--- src/design/cb_pkg.sv ---
// Shared types and constants for the comment blanker.
package cb_pkg;

    // Character codes the scanner reacts to.
    localparam logic [7:0] CH_SLASH = 8'h2F;
    localparam logic [7:0] CH_STAR  = 8'h2A;
    localparam logic [7:0] CH_NL    = 8'h0A;
    localparam logic [7:0] CH_SP    = 8'h20;

    // Default depth of the queue between front and back.
    localparam int QUEUE_DEPTH_DEF = 4;

    // Scanner mode.
    typedef enum logic [1:0] {
        MODE_NORMAL = 2'd0,
        MODE_LINE   = 2'd1,
        MODE_BLOCK  = 2'd2
    } t_mode;

    // One queue entry: the one or two result bytes that one input beat released.
    typedef struct packed {
        logic       two;
        logic [7:0] byte0;
        logic [7:0] byte1;
        logic       last;
    } t_entry;

endpackage

--- src/design/cb_front.sv ---
// Front end: accepts input beats, tracks comment state and classifies each byte.
module cb_front
    import cb_pkg::*;
(
    input  logic       i_clk,
    input  logic       i_rst_n,
    input  logic       i_valid,
    input  logic [7:0] i_text_byte,
    input  logic       i_end_of_text,
    input  logic       i_full,
    output logic       o_stall,
    output logic       o_push,
    output t_entry     o_entry
);

    t_mode      r_mode, n_mode;
    logic       r_held, n_held;
    logic [1:0] cnt;
    logic [7:0] b0, b1, x;
    logic       closed;
    logic       accept;

    assign o_stall = i_full;
    assign accept  = i_valid && !i_full;

    // Classify the incoming byte against the current mode.
    always_comb begin
        n_mode = r_mode;
        n_held = r_held;
        cnt    = 2'd0;
        b0     = i_text_byte;
        b1     = i_text_byte;
        closed = 1'b0;
        x      = i_text_byte;
        case (r_mode)
            MODE_LINE: begin
                cnt = 2'd1;
                if (i_text_byte == CH_NL) begin
                    b0     = CH_NL;
                    n_mode = MODE_NORMAL;
                end else begin
                    b0 = CH_SP;
                end
            end
            MODE_BLOCK: begin
                if (r_held) begin
                    n_held = 1'b0;
                    if (i_text_byte == CH_SLASH) begin
                        cnt    = 2'd2;
                        b0     = CH_SP;
                        b1     = CH_SP;
                        n_mode = MODE_NORMAL;
                        closed = 1'b1;
                    end else begin
                        cnt = 2'd1;
                        b0  = CH_SP;
                    end
                end
                if (!closed) begin
                    if (i_text_byte == CH_STAR && !i_end_of_text) begin
                        n_held = 1'b1;
                    end else begin
                        // The final byte of an unterminated comment passes unchanged.
                        if (i_end_of_text) begin
                            x = i_text_byte;
                        end else if (i_text_byte == CH_NL) begin
                            x = CH_NL;
                        end else begin
                            x = CH_SP;
                        end
                        if (cnt == 2'd1) begin
                            b1  = x;
                            cnt = 2'd2;
                        end else begin
                            b0  = x;
                            cnt = 2'd1;
                        end
                    end
                end
            end
            default: begin
                if (r_held) begin
                    n_held = 1'b0;
                    cnt    = 2'd2;
                    if (i_text_byte == CH_SLASH) begin
                        b0     = CH_SP;
                        b1     = CH_SP;
                        n_mode = MODE_LINE;
                    end else if (i_text_byte == CH_STAR) begin
                        b0     = CH_SP;
                        b1     = CH_SP;
                        n_mode = MODE_BLOCK;
                    end else begin
                        b0 = CH_SLASH;
                        b1 = i_text_byte;
                    end
                end else if (i_text_byte == CH_SLASH && !i_end_of_text) begin
                    n_held = 1'b1;
                end else begin
                    cnt = 2'd1;
                    b0  = i_text_byte;
                end
            end
        endcase
        // The end of a text returns the scanner to its reset state.
        if (i_end_of_text) begin
            n_mode = MODE_NORMAL;
            n_held = 1'b0;
        end
    end

    assign o_push       = accept && (cnt != 2'd0);
    assign o_entry.two  = (cnt == 2'd2);
    assign o_entry.byte0 = b0;
    assign o_entry.byte1 = b1;
    assign o_entry.last = i_end_of_text;

    // Scanner state register.
    always_ff @(posedge i_clk) begin
        if (!i_rst_n) begin
            r_mode <= MODE_NORMAL;
            r_held <= 1'b0;
        end else if (accept) begin
            r_mode <= n_mode;
            r_held <= n_held;
        end
    end

endmodule

--- src/design/cb_queue.sv ---
// Short queue of classified entries between front and back.
module cb_queue
    import cb_pkg::*;
#(
    parameter int DEPTH = QUEUE_DEPTH_DEF
) (
    input  logic   i_clk,
    input  logic   i_rst_n,
    input  logic   i_push,
    input  t_entry i_entry,
    input  logic   i_pop,
    output logic   o_full,
    output logic   o_empty,
    output t_entry o_head
);

    localparam int PW = (DEPTH > 1) ? $clog2(DEPTH) : 1;
    localparam int CW = $clog2(DEPTH + 1);

    t_entry        r_mem [DEPTH];
    logic [PW-1:0] r_wr, r_rd;
    logic [CW-1:0] r_count;

    assign o_full  = (r_count == CW'(DEPTH));
    assign o_empty = (r_count == '0);
    assign o_head  = r_mem[r_rd];

    // Entry storage.
    always_ff @(posedge i_clk) begin
        if (i_push) begin
            r_mem[r_wr] <= i_entry;
        end
    end

    // Pointers and fill count.
    always_ff @(posedge i_clk) begin
        if (!i_rst_n) begin
            r_wr    <= '0;
            r_rd    <= '0;
            r_count <= '0;
        end else begin
            if (i_push) begin
                r_wr <= (r_wr == PW'(DEPTH - 1)) ? '0 : r_wr + 1'b1;
            end
            if (i_pop) begin
                r_rd <= (r_rd == PW'(DEPTH - 1)) ? '0 : r_rd + 1'b1;
            end
            if (i_push && !i_pop) begin
                r_count <= r_count + 1'b1;
            end else if (i_pop && !i_push) begin
                r_count <= r_count - 1'b1;
            end
        end
    end

endmodule

--- src/design/cb_back.sv ---
// Back end: unpacks queue entries into single output beats through an output register.
module cb_back
    import cb_pkg::*;
(
    input  logic       i_clk,
    input  logic       i_rst_n,
    input  logic       i_empty,
    input  t_entry     i_head,
    output logic       o_pop,
    output logic       o_valid,
    input  logic       i_stall,
    output logic [7:0] o_out_byte,
    output logic       o_out_end
);

    logic       r_valid;
    logic [7:0] r_byte;
    logic       r_end;
    logic       r_second;
    logic       load;
    logic       first_of_two;

    // The output register takes a new beat when it is empty or being drained.
    assign load         = !i_empty && (!r_valid || !i_stall);
    assign first_of_two = i_head.two && !r_second;
    assign o_pop        = load && !first_of_two;

    // Output beat register.
    always_ff @(posedge i_clk) begin
        if (!i_rst_n) begin
            r_valid  <= 1'b0;
            r_second <= 1'b0;
        end else begin
            if (load) begin
                r_valid  <= 1'b1;
                r_second <= first_of_two;
            end else if (!i_stall) begin
                r_valid <= 1'b0;
            end
        end
    end

    // Payload of the output beat.
    always_ff @(posedge i_clk) begin
        if (load) begin
            r_byte <= r_second ? i_head.byte1 : (i_head.two ? i_head.byte0 : i_head.byte0);
            r_end  <= first_of_two ? 1'b0 : i_head.last;
        end
    end

    assign o_valid    = r_valid;
    assign o_out_byte = r_byte;
    assign o_out_end  = r_end;

endmodule

--- src/design/comment_blanker.sv ---
// Top level of the streaming C/C++ comment blanker.
//
// Input channel: i_valid / o_stall carry one text byte per beat, with
// i_end_of_text marking the final byte of a text. Output channel:
// o_valid / i_stall carry one byte per beat; o_out_end marks the last
// output byte of a text. Comments come out as spaces, newlines are kept.
// A front end classifies each input byte and may release zero, one or two
// output bytes; a small queue of QUEUE_DEPTH entries separates it from the
// back end, which sends one byte per cycle, unless the receiver stalls,
// through an output register. Throughput: one input beat per cycle while
// the queue has room. A beat that releases two bytes occupies the back end
// until both leave, which the queue absorbs since held bytes release none.
// When idle, an input beat passes through the queue and the output register.
// Reset (synchronous, active low) clears the scanner state, the queue and
// the output register. When the receiver stalls, the output beat holds,
// the queue fills, and o_stall rises once the queue is full.
module comment_blanker
    import cb_pkg::*;
#(
    parameter int QUEUE_DEPTH = QUEUE_DEPTH_DEF
) (
    input  logic       i_clk,
    input  logic       i_rst_n,
    input  logic       i_valid,
    output logic       o_stall,
    input  logic [7:0] i_text_byte,
    input  logic       i_end_of_text,
    output logic       o_valid,
    input  logic       i_stall,
    output logic [7:0] o_out_byte,
    output logic       o_out_end
);

    logic   push, pop, full, empty;
    t_entry entry_in, head;

    // Classification and scanner state.
    cb_front u_front (
        .i_clk         (i_clk),
        .i_rst_n       (i_rst_n),
        .i_valid       (i_valid),
        .i_text_byte   (i_text_byte),
        .i_end_of_text (i_end_of_text),
        .i_full        (full),
        .o_stall       (o_stall),
        .o_push        (push),
        .o_entry       (entry_in)
    );

    // Decoupling queue.
    cb_queue #(
        .DEPTH (QUEUE_DEPTH)
    ) u_queue (
        .i_clk   (i_clk),
        .i_rst_n (i_rst_n),
        .i_push  (push),
        .i_entry (entry_in),
        .i_pop   (pop),
        .o_full  (full),
        .o_empty (empty),
        .o_head  (head)
    );

    // Output serialization.
    cb_back u_back (
        .i_clk      (i_clk),
        .i_rst_n    (i_rst_n),
        .i_empty    (empty),
        .i_head     (head),
        .o_pop      (pop),
        .o_valid    (o_valid),
        .i_stall    (i_stall),
        .o_out_byte (o_out_byte),
        .o_out_end  (o_out_end)
    );

endmodule
--- config.mk ---
export PLATFORM = sky130hd
export DESIGN_NAME = comment_blanker
export DESIGN_NICKNAME = d
export VERILOG_FILES = /design/src/design/cb_pkg.sv /design/src/design/cb_front.sv /design/src/design/cb_queue.sv /design/src/design/cb_back.sv /design/src/design/comment_blanker.sv
export SDC_FILE = /design/constraint.sdc
export NUM_CORES = 1
export LEC_CHECK = 0
export ABC_AREA = 1
export BUFFER_PORTS_ARGS = -buffer_cell sky130_fd_sc_hd__buf_2
export CAP_MARGIN = 20
export CORE_MARGIN = 1.5
export CORE_UTILIZATION = 30
export CTS_CLUSTER_SIZE = 14
export DETAILED_ROUTE_END_ITERATION = 16
export PLACE_DENSITY = 0.57
export RECOVER_POWER = 25
export SLEW_MARGIN = 10
export SYNTH_ARGS = -nofsm -noshare
export SYNTH_HDL_FRONTEND = slang
export SYNTH_HIERARCHICAL = 1
export SYNTH_SLANG_ARGS = --single-unit
--- constraint.sdc ---
create_clock -name i_clk -period 2.65 [get_ports i_clk]
set_input_delay 0.53 -clock i_clk [delete_from_list [all_inputs] [get_ports i_clk]]
set_output_delay 0.53 -clock i_clk [all_outputs]
set_load 0.005 [all_outputs]
=== After elaboration in Yosys (flattened, before gate mapping) ===
Memories as Yosys holds them, arrays and structs flattened. A register that Yosys moved wholly into a read port is not among the register bits.
Index checks and enable logic that the tools add are counted.
Widths: inputs -> output; s select.

* Register bits after elaboration: 21
* Bits in writable memories: 72
* Input port bits: 13
* Output and inout bits: 11
* Logic and storage cells: 111
* Memories: 1

{| class="wikitable"
|+ Memories
! memory !! words !! bits a word !! read ports !! clocked after Yosys merged registers in !! wr ports !! line !! source
|-
| u_queue.r_mem || 4 || 18 || 1 || 1 || 1 || cb_queue.sv:20 || <nowiki>t_entry r_mem [DEPTH];</nowiki>
|}

* Add/sub/neg operators: 4
* Equality and inequality tests: 15
* Multiplexer cells: 56
* Reduce and logical (&&, ||, !) cells: 26

{| class="wikitable"
|+ Operator list
! operator !! count
|-
| $mux 8 || 16
|-
| $mux 2 || 18
|-
| $pmux 8 s2 || 2
|-
| $eq 8x6->1 const B || 2
|-
| $mux 1 || 13
|-
| $logic_and 1x1->1 || 9
|-
| $logic_not 1->1 || 9
|-
| $ne 3x2->1 const B || 3
|-
| $eq 2x2->1 const B || 4
|-
| $eq 8x4->1 const B || 1
|-
| $pmux 2 s2 || 2
|-
| $mux 3 || 2
|-
| $mux 6 || 1
|-
| $reduce_and 6->1 || 1
|-
| $add 2x1->2 const B || 2
|-
| $eq 2x1->1 const B || 2
|-
| $mux 4 || 1
|-
| $reduce_bool 2->1 || 2
|-
| $reduce_bool 4->1 || 1
|-
| $add 3x1->3 const B || 1
|-
| $eq 3x3->1 const B || 1
|-
| $logic_not 3->1 || 1
|-
| $reduce_bool 3->1 || 1
|-
| $sub 3x1->3 const B || 1
|-
| other kinds (5) || 5
|}

=== Logic depth before layout (Yosys ltp) ===
Gate-level depths: netlist (run 1).

* Word-level depth: 15
* Mapped depth: 20
* Depth with buffers taken out: 20

=== Cells and area by module ===
The synthesis (run 1) kept the hierarchy.

{| class="wikitable"
|+ By module, submodules not included
! module !! instances !! cells each !! area an instance (µm²) !! sequential area each (µm²)
|-
| cb_queue || 1 || 233 || 3,188.1 || 2,342.2
|-
| cb_front || 1 || 158 || 967.2 || 60.1
|-
| cb_back || 1 || 50 || 501.7 || 310.3
|}

=== Least setup slack after synthesis (run 1) ===
OpenSTA, ideal clock, no wires.

* Path type: input to register
* Start: input port i_text_byte[7]
* End: register u_queue.r_count[2]
* Setup time: 110 ps
* Data arrival time: 2,390 ps
* Required time: 2,540 ps
* Path slack: 150 ps
* Cell stages on the path: 20
* Buffers on the path: 0
* Cells stage by stage: inv_1 nand2_2 nor2_8 nand2_8 nand2_8 inv_4 nand2_4 nand2_1 nand2_1 nand2_1 a21oi_2 ha_1 inv_1 fa_1 inv_1 nand2_1 nand3_1 nand2_1 inv_1 nor2_1

* Cells in the longest elaborated chain, start to end: 14
* Elaborated cells between the ends (all ways): 24
* Classes of those cells: eq/ne: 3; mux: 13; reduce/logical: 8

{| class="wikitable"
|+ Ends and longest elaborated chain
! what !! line !! source
|-
| start: declaration || comment_blanker.sv:26 || <nowiki>input logic [7:0] i_text_byte,</nowiki>
|-
| $eq 8x6->1 || cb_front.sv:48, cb_front.sv:97 ||
|-
| $mux 2 || cb_front.sv:48 || <nowiki>if (i_text_byte == CH_SLASH) begin</nowiki>
|-
| $mux 2 || cb_front.sv:46 || <nowiki>if (r_held) begin</nowiki>
|-
| $mux 2 || cb_front.sv:35 || <nowiki>case (r_mode)</nowiki>
|-
| $eq 2x1->1 || cb_front.sv:71 || <nowiki>if (cnt == 2'd1) begin</nowiki>
|-
| $mux 2 || cb_front.sv:71 ||
|-
| $mux 2 || cb_front.sv:60 || <nowiki>if (i_text_byte == CH_STAR && !i_end_of_text) begin</nowiki>
|-
| $mux 2 || cb_front.sv:59 || <nowiki>if (!closed) begin</nowiki>
|-
| $pmux 2 s2 * || cb_front.sv:35 ||
|-
| $reduce_bool 2->1 * || cb_front.sv:112 || <nowiki>assign o_push = accept && (cnt != 2'd0);</nowiki>
|-
| $logic_and 1x1->1 * || cb_front.sv:112 ||
|-
| via push || comment_blanker.sv:34 || <nowiki>logic push, pop, full, empty;</nowiki>
|-
| $logic_not 1->1 || cb_queue.sv:50 || <nowiki>end else if (i_pop && !i_push) begin</nowiki>
|-
| $logic_and 1x1->1 || cb_queue.sv:50 ||
|-
| $reduce_bool 2->1 (no line) || -- ||
|-
| end signal: assignment || cb_queue.sv:49 || <nowiki>r_count <= r_count + 1'b1;</nowiki>
|-
| end signal: assignment || cb_queue.sv:51 || <nowiki>r_count <= r_count - 1'b1;</nowiki>
|-
| end: declaration || cb_queue.sv:22 || <nowiki>logic [CW-1:0] r_count;</nowiki>
|}

The timed path passes the listed nets; every way through them passes the cells marked *. The select of a mux whose other input is x is not followed.
A chain may end at the register's enable or synchronous reset.

=== Worst setup path in the final report (run 1) ===
* Start: register u_front.r_mode[0]
* End: register u_queue.r_count[2]

* Cells in the longest elaborated chain, start to end: 7
* Elaborated cells between the ends (all ways): 10
* Classes of those cells: eq/ne: 2; mux: 2; reduce/logical: 6

{| class="wikitable"
|+ Ends and longest elaborated chain
! what !! line !! source
|-
| start: declaration || cb_front.sv:16 || <nowiki>t_mode r_mode, n_mode;</nowiki>
|-
| start signal: assignment || cb_front.sv:124 || <nowiki>r_mode <= n_mode;</nowiki>
|-
| $eq 2x2->1 / $eq 2x1->1 (equally long branches) || cb_front.sv:35 ||
|-
| $pmux 2 s2 * || cb_front.sv:35 ||
|-
| $reduce_bool 2->1 * || cb_front.sv:112 ||
|-
| $logic_and 1x1->1 * || cb_front.sv:112 ||
|-
| via push || comment_blanker.sv:34 ||
|-
| $logic_not 1->1 || cb_queue.sv:50 ||
|-
| $logic_and 1x1->1 || cb_queue.sv:50 ||
|-
| $reduce_bool 2->1 (no line) || -- ||
|}

The timed path passes the listed nets; every way through them passes the cells marked *.

==> results of run 1 <==
-- cell type report --
type                       instances  area (sq um)
tap                              188         235.2
sequential                        95          2714
clock buffer                      12         236.5
multi-input combinational        287          1595
clock inverter                     4         46.29
inverter                          41         167.7
fill                            1509          9822
timing repair buffer              55         385.4
-- worst max-delay path, stage by stage (launching register included) --
cell and delay (ps):
dfxtp_1 330, inv_1 60, ha_1 310, nor2_1 210, nand3_1 130, nand3_1 90, inv_1 60, a21oi_2 160
ha_1 190, inv_1 70, fa_1 390, inv_1 70, nand2_1 60, nand3_1 70, nand2_1 50, inv_1 40
nor2_1 40
-- power groups by stage --
stage,Combinational [W],Sequential [W],Clock [W]
floorplan,0.00133,0.00219,0
global placement,0.00177,0.00222,0
detailed placement,0.00181,0.00222,0
CTS,0.00181,0.00219,0.00127
global route,0.00198,0.00222,0.00132
finish,0.00173,0.00219,0.00124
-- flip-flops by register name (all words and copies together), names as in the netlist, named ones only --
register and count:
u_front/r_held 1, u_back/o_out_byte 8, u_queue/r_wr 2, u_queue/r_rd 2
u_back/o_valid 1, u_queue/r_mem 72, u_back/r_second 1, u_back/o_out_end 1
u_queue/r_count 3, u_front/r_mode 2
-- logic make-up (layout without fill, tap and decap cells) --
| logic type | Yosys count | after routing |
|---|---|---|
| AND/OR/NAND/NOR | 182 | 182 |
| flip-flops | 95 | 95 |
| adder cells (fa/ha/maj) | 9 | 9 |
| XOR/XNOR | 1 | 1 |
| AO/OA/AOI/OAI | 95 | 95 |
| buffers and inverters | 59 | 112 |
-- path summary, 6_finish.rpt --
path	start	to	depth (start not counted)
max	u_front/r_mode[0]$_SDFFE_PN0P_	u_queue/r_count[2]$_SDFFE_PN0P_	16
min	i_stall	u_back/o_valid$_SDFFE_PN0P_	3
max reg2reg	u_front/r_mode[0]$_SDFFE_PN0P_	u_queue/r_count[2]$_SDFFE_PN0P_	16
min reg2reg	u_back/o_valid$_SDFFE_PN0P_	u_back/o_valid$_SDFFE_PN0P_	2
-- metal layers --
layer	vias to the layer above	share of wire
li1	1623	-
met1	1483	0.44
met2	77	0.48
met3	13	0.061
met4	0	0.018
met5	-	0
-- cells in the mapped netlist (5+ instances only) --
library cell	instances	share of area
buf_4	5	0.0081
nand2_1	64	0.052
nand2_4	7	0.017
o21ai_1	12	0.013
a21oi_1	14	0.015
edfxtp_1	81	0.52
nand3_1	16	0.017
nor2_1	64	0.052
inv_1	33	0.027
o22ai_1	19	0.026
ha_1	8	0.021
nand4_1	9	0.012
dfxtp_1	14	0.060
buf_6	7	0.017
o21ai_0	37	0.040
-- per-stage QoR --
stage	setup TNS (ps)	hold slack [ps]	cells
5_1_grt	0	463.4	682
6_report	0	462.9	682
4_1_cts	0	456.3	682
2_1_floorplan	0	462.5	441
3_3_place_gp	0	476.5	666
3_5_place_dp	-34.06	476.0	666
==> impl_metrics.ini, run 1 <==
[outcome]
status = finished clean

[clock_tree]
clk_path_buf_depth = 2
cts_root_buffer = clkbuf_16
h-tree-depth = 3
cts_setup_buffers = 0
clkLatencyLatePin_ps = 340
clk_pin_slew_worst_paths_ps = 60
ctsResizeCount = 0
numCtsBuffers = 9
cts_hold_buf = 0
cts_tree = yes
cts.sink_count = 95

[synthesis]
yosys.area_share.adder = 0.02579
synthMuxAreaShare = 0
ys_async_sr_fraction = 0
netlist-cell-type-count = 42
yosysSeqAreaShare = 0.5825
yosys.area_share.simple = 0.2015
synth_xor_area_frac = 0.001881
synth_top_flop_cell = edfxtp_1
synth_nets = 463
avgSynthCellArea_sq_um = 10.56
synth_edf_count = 81
synth_compound_area_frac = 0.1174
synth_warnings = 6
syn_inst = 441
synth_top_family_by_area = simple AND/OR/NAND/NOR gates
syn_area_sq_um = 4657
ys_seq_elements = 95

[global_routing]
grt_use_total = 0.1322
grt_pass1_wl_microns = 16420
grt_use_met2 = 0.2219
grt_start_max_net_pins = 35
antenna_found_initial = 0
met1_usage = 0.1701
busiest_layer = met2
first_global_vias = 3151
gr-usage-met3 = 0.02136
overflow = 0

[sta]
tightest_slew_ps = 701.4
finalCritPeriodShare = 0.9127
hold_viol_final = 0
period_minus_slack_ps = 2419
fmax_mhz = 413.4
relSlewSlack = 0.5324
rsz0062_at_grt = false
post-route-worst-setup-slack_ps = 231.3
setup_viol = 0
slew_viol_final = 0
finalClockSkew_ps = 7.134

[cells_and_area]
utilization = 0.3539
area_delta_synth_final_pct = 15.53
layout_commonest_cell = edfxtp_1
insertedDiodeCount = 0
num-nets-final = 511
final_area_sq_um = 5380
drive_gt1_frac = 0.1903
layout_common_cells = 81 x edfxtp_1, 65 x nor2_1, 64 x nand2_1

[setup_path]
endpoint_kind = register
r2r_slack_ps = 230
path_class = reg2reg
cp.required_ps = 2890
crit_path_start_kind = register
crit_fanout = 3
worstPathArrival_ps = 2660

[flow_run]
maxCapViolCount = 0

[detailed_routing]
drc = 0
dr.pass1.iters = 4
routedWlPerCell_microns = 14.86
ant_nets = 0
vias = 3196
first_iter_violations = 215
vias_per_cell = 4.686
drt-total-wl_microns = 10140

[placement]
dpl_cell_area_sq_um = 5135
gp_congestion = 0.8705
place_hpwl_microns = 7087
port_buffers = 23
dpl_worst_slack_ps = -34.06

[floorplanning]
die-area_sq_um = 16280
io_pins = 24
initial_core_util = 0.3063
fp.dieH_microns = 127.6
core_area_sq_um = 15200
die_w_microns = 127.6
num_rows = 45

[pwr]
power_frac_comb = 0.335
p_per_area_nw_per_um2 = 958.5
ir_worst_vdd_uv = 385.6
p_int_w = 0.003392
leakagePower_nw = 2.147
p_switching_w = 0.001765
power_w = 0.005157
seqPwrFrac = 0.424
clockPowerShare = 0.241
switching_share = 0.3422

[min_path]
worstHoldPathType = in2reg
Note: power is estimated with default switching activity, not from simulation.
==> run 2: changes to the inputs <==
Settings changed: CORE_MARGIN 1.5 to 2.
==> impl_metrics.ini, run 2 (synthesis gave the netlist of run 1 again) <==
[floorplanning]
num_rows = 45
fp.dieH_microns = 128.6
core_area_sq_um = 15200
die_w_microns = 128.6
initial_core_util = 0.3063
io_pins = 24
die-area_sq_um = 16540

[setup_path]
crit_fanout = 22
crit_family = adder cells
path_class = reg2reg
path_buf_inv = 6
cp-startpoint = u_front/r_mode[0]$_SDFFE_PN0P_
endpoint_kind = register
cpMaxStageDelayCell = fa_1
regToRegStartpoint = u_front/r_mode[0]$_SDFFE_PN0P_
crit_chain = inv_1 -> ha_1 -> buf_4 -> nand2_1 -> nand3_1 -> inv_1 -> a21oi_2 -> ha_1 -> inv_1 -> fa_1 -> inv_1 -> nand2_1 -> nand3_1 -> nand2_1 -> inv_1 -> nor2_1
crit_path_frequent_cell = inv_1
worstPathArrival_ps = 2700
cp.required_ps = 2900
cpPeakStageDelay_ps = 380
crit_path_start_kind = register

[min_path]
min_from = i_stall
worstHoldPathType = in2reg

[placement]
port_buffers = 23
gp_congestion = 0.8494
place_hpwl_microns = 6999
dpl_cell_area_sq_um = 5112

[global_routing]
grt_use_total = 0.1313
antenna_found_initial = 0
overflow = 0
grt_pass1_wl_microns = 16500
first_global_vias = 3206
grt_start_max_net_pins = 35

[clock_tree]
cts_hold_buf = 0
cts_setup_buffers = 0
cts_tree = yes
cts_root_buffer = clkbuf_16
clk_path_buf_depth = 2
ctsResizeCount = 0
clkLatencyLatePin_ps = 340
cts.sink_count = 95
clk_pin_slew_worst_paths_ps = 60
numCtsBuffers = 9
h-tree-depth = 3

[cells_and_area]
drive_gt1_frac = 0.1833
layout_common_cells = 81 x edfxtp_1, 65 x nor2_1, 64 x nand2_1
layout_commonest_cell = edfxtp_1
largest_reg_flops = 72
regMostFlops = u_queue/r_mem
insertedDiodeCount = 0
area_delta_synth_final_pct = 16.42
final_area_sq_um = 5421
num-nets-final = 508
fillCellCount = 1546

[detailed_routing]
ant_nets = 0
routedWlPerCell_microns = 14.91
first_iter_violations = 206
vias_per_cell = 4.667
vias = 3169
drc = 0
dr.pass1.iters = 4
drt-total-wl_microns = 10120

[sta]
finalCritPeriodShare = 0.9258
fmax_mhz = 407.6
finalClockSkew_ps = 5.528
setup_viol = 0
relSlewSlack = 0.07736
period_minus_slack_ps = 2453
setup_tns_ps = 0
slew_viol_final = 0
tightest_slew_ps = 1384
hold_viol_final = 0
rsz0062_at_grt = false

[pwr]
ir_worst_vdd_uv = 444.9
leakagePower_nw = 2.161
p_per_area_nw_per_um2 = 993.9

[outcome]
status = finished clean

[flow_run]
maxCapViolCount = 0
run 2: worst min-delay path, stage by stage:
cell and delay [ps]:
buf_2 90, nand2_1 70, a21boi_0 70
run 2: area by class of cell:
class | instances | area (sq um) | share of cell area
Sequential cell | 95 | 2713 | 0.5003
Multi-Input combinational cell | 287 | 1595 | 0.2943
Clock buffer | 13 | 260.3 | 0.04800
Timing Repair Buffer | 52 | 360.3 | 0.06647
Clock inverter | 3 | 90.09 | 0.01662
Inverter | 41 | 167.7 | 0.03093
Tap cell | 188 | 235.2 | 0.04339
run 2: layer usage:
layer	vias up	global-route usage	wire length, microns
met5	-	0	0
met4	0	0.04795	167
met3	14	0.02536	327
met2	48	0.2196	4801
met1	1491	0.1702	4825
li1	1616	-	-
run 2: final timing paths:
path,endpoint,slack [ps],depth (start not counted)
setup / recovery,u_queue/r_count[2]$_SDFFE_PN0P_,200,16
hold / removal,u_back/o_valid$_SDFFE_PN0P_,470,3
setup reg to reg,u_queue/r_count[2]$_SDFFE_PN0P_,200,16
hold reg to reg,u_back/o_valid$_SDFFE_PN0P_,490,2
run 2: stage by stage:
| stage | util | hold slack [ps] | cells | total power (W) | setup slack (ps) |
|---|---|---|---|---|---|
| floorplan | - | 462.5 | 441 | 0.003511 | 149.9 |
| global placement | 0.3363 | 466.0 | 663 | 0.003957 | 77.58 |
| detailed placement | 0.3363 | 476.6 | 663 | 0.004007 | 36.80 |
| CTS | 0.3593 | 451.8 | 679 | 0.005502 | 191.6 |
| global route | 0.3566 | 497.8 | 679 | 0.005769 | 33.47 |
| finish | 0.3566 | 469.0 | 679 | 0.005389 | 196.7 |
run 2: report_power, final:
part	internal (W)	total, W	switching, W	leakage, nW
clock network	0.000974	0.00148	0.000508	0.170
logic	0.000588	0.00172	0.00113	1.12
registers	0.00206	0.00219	0.000128	0.870
total	0.00362	0.00539	0.00177	2.16
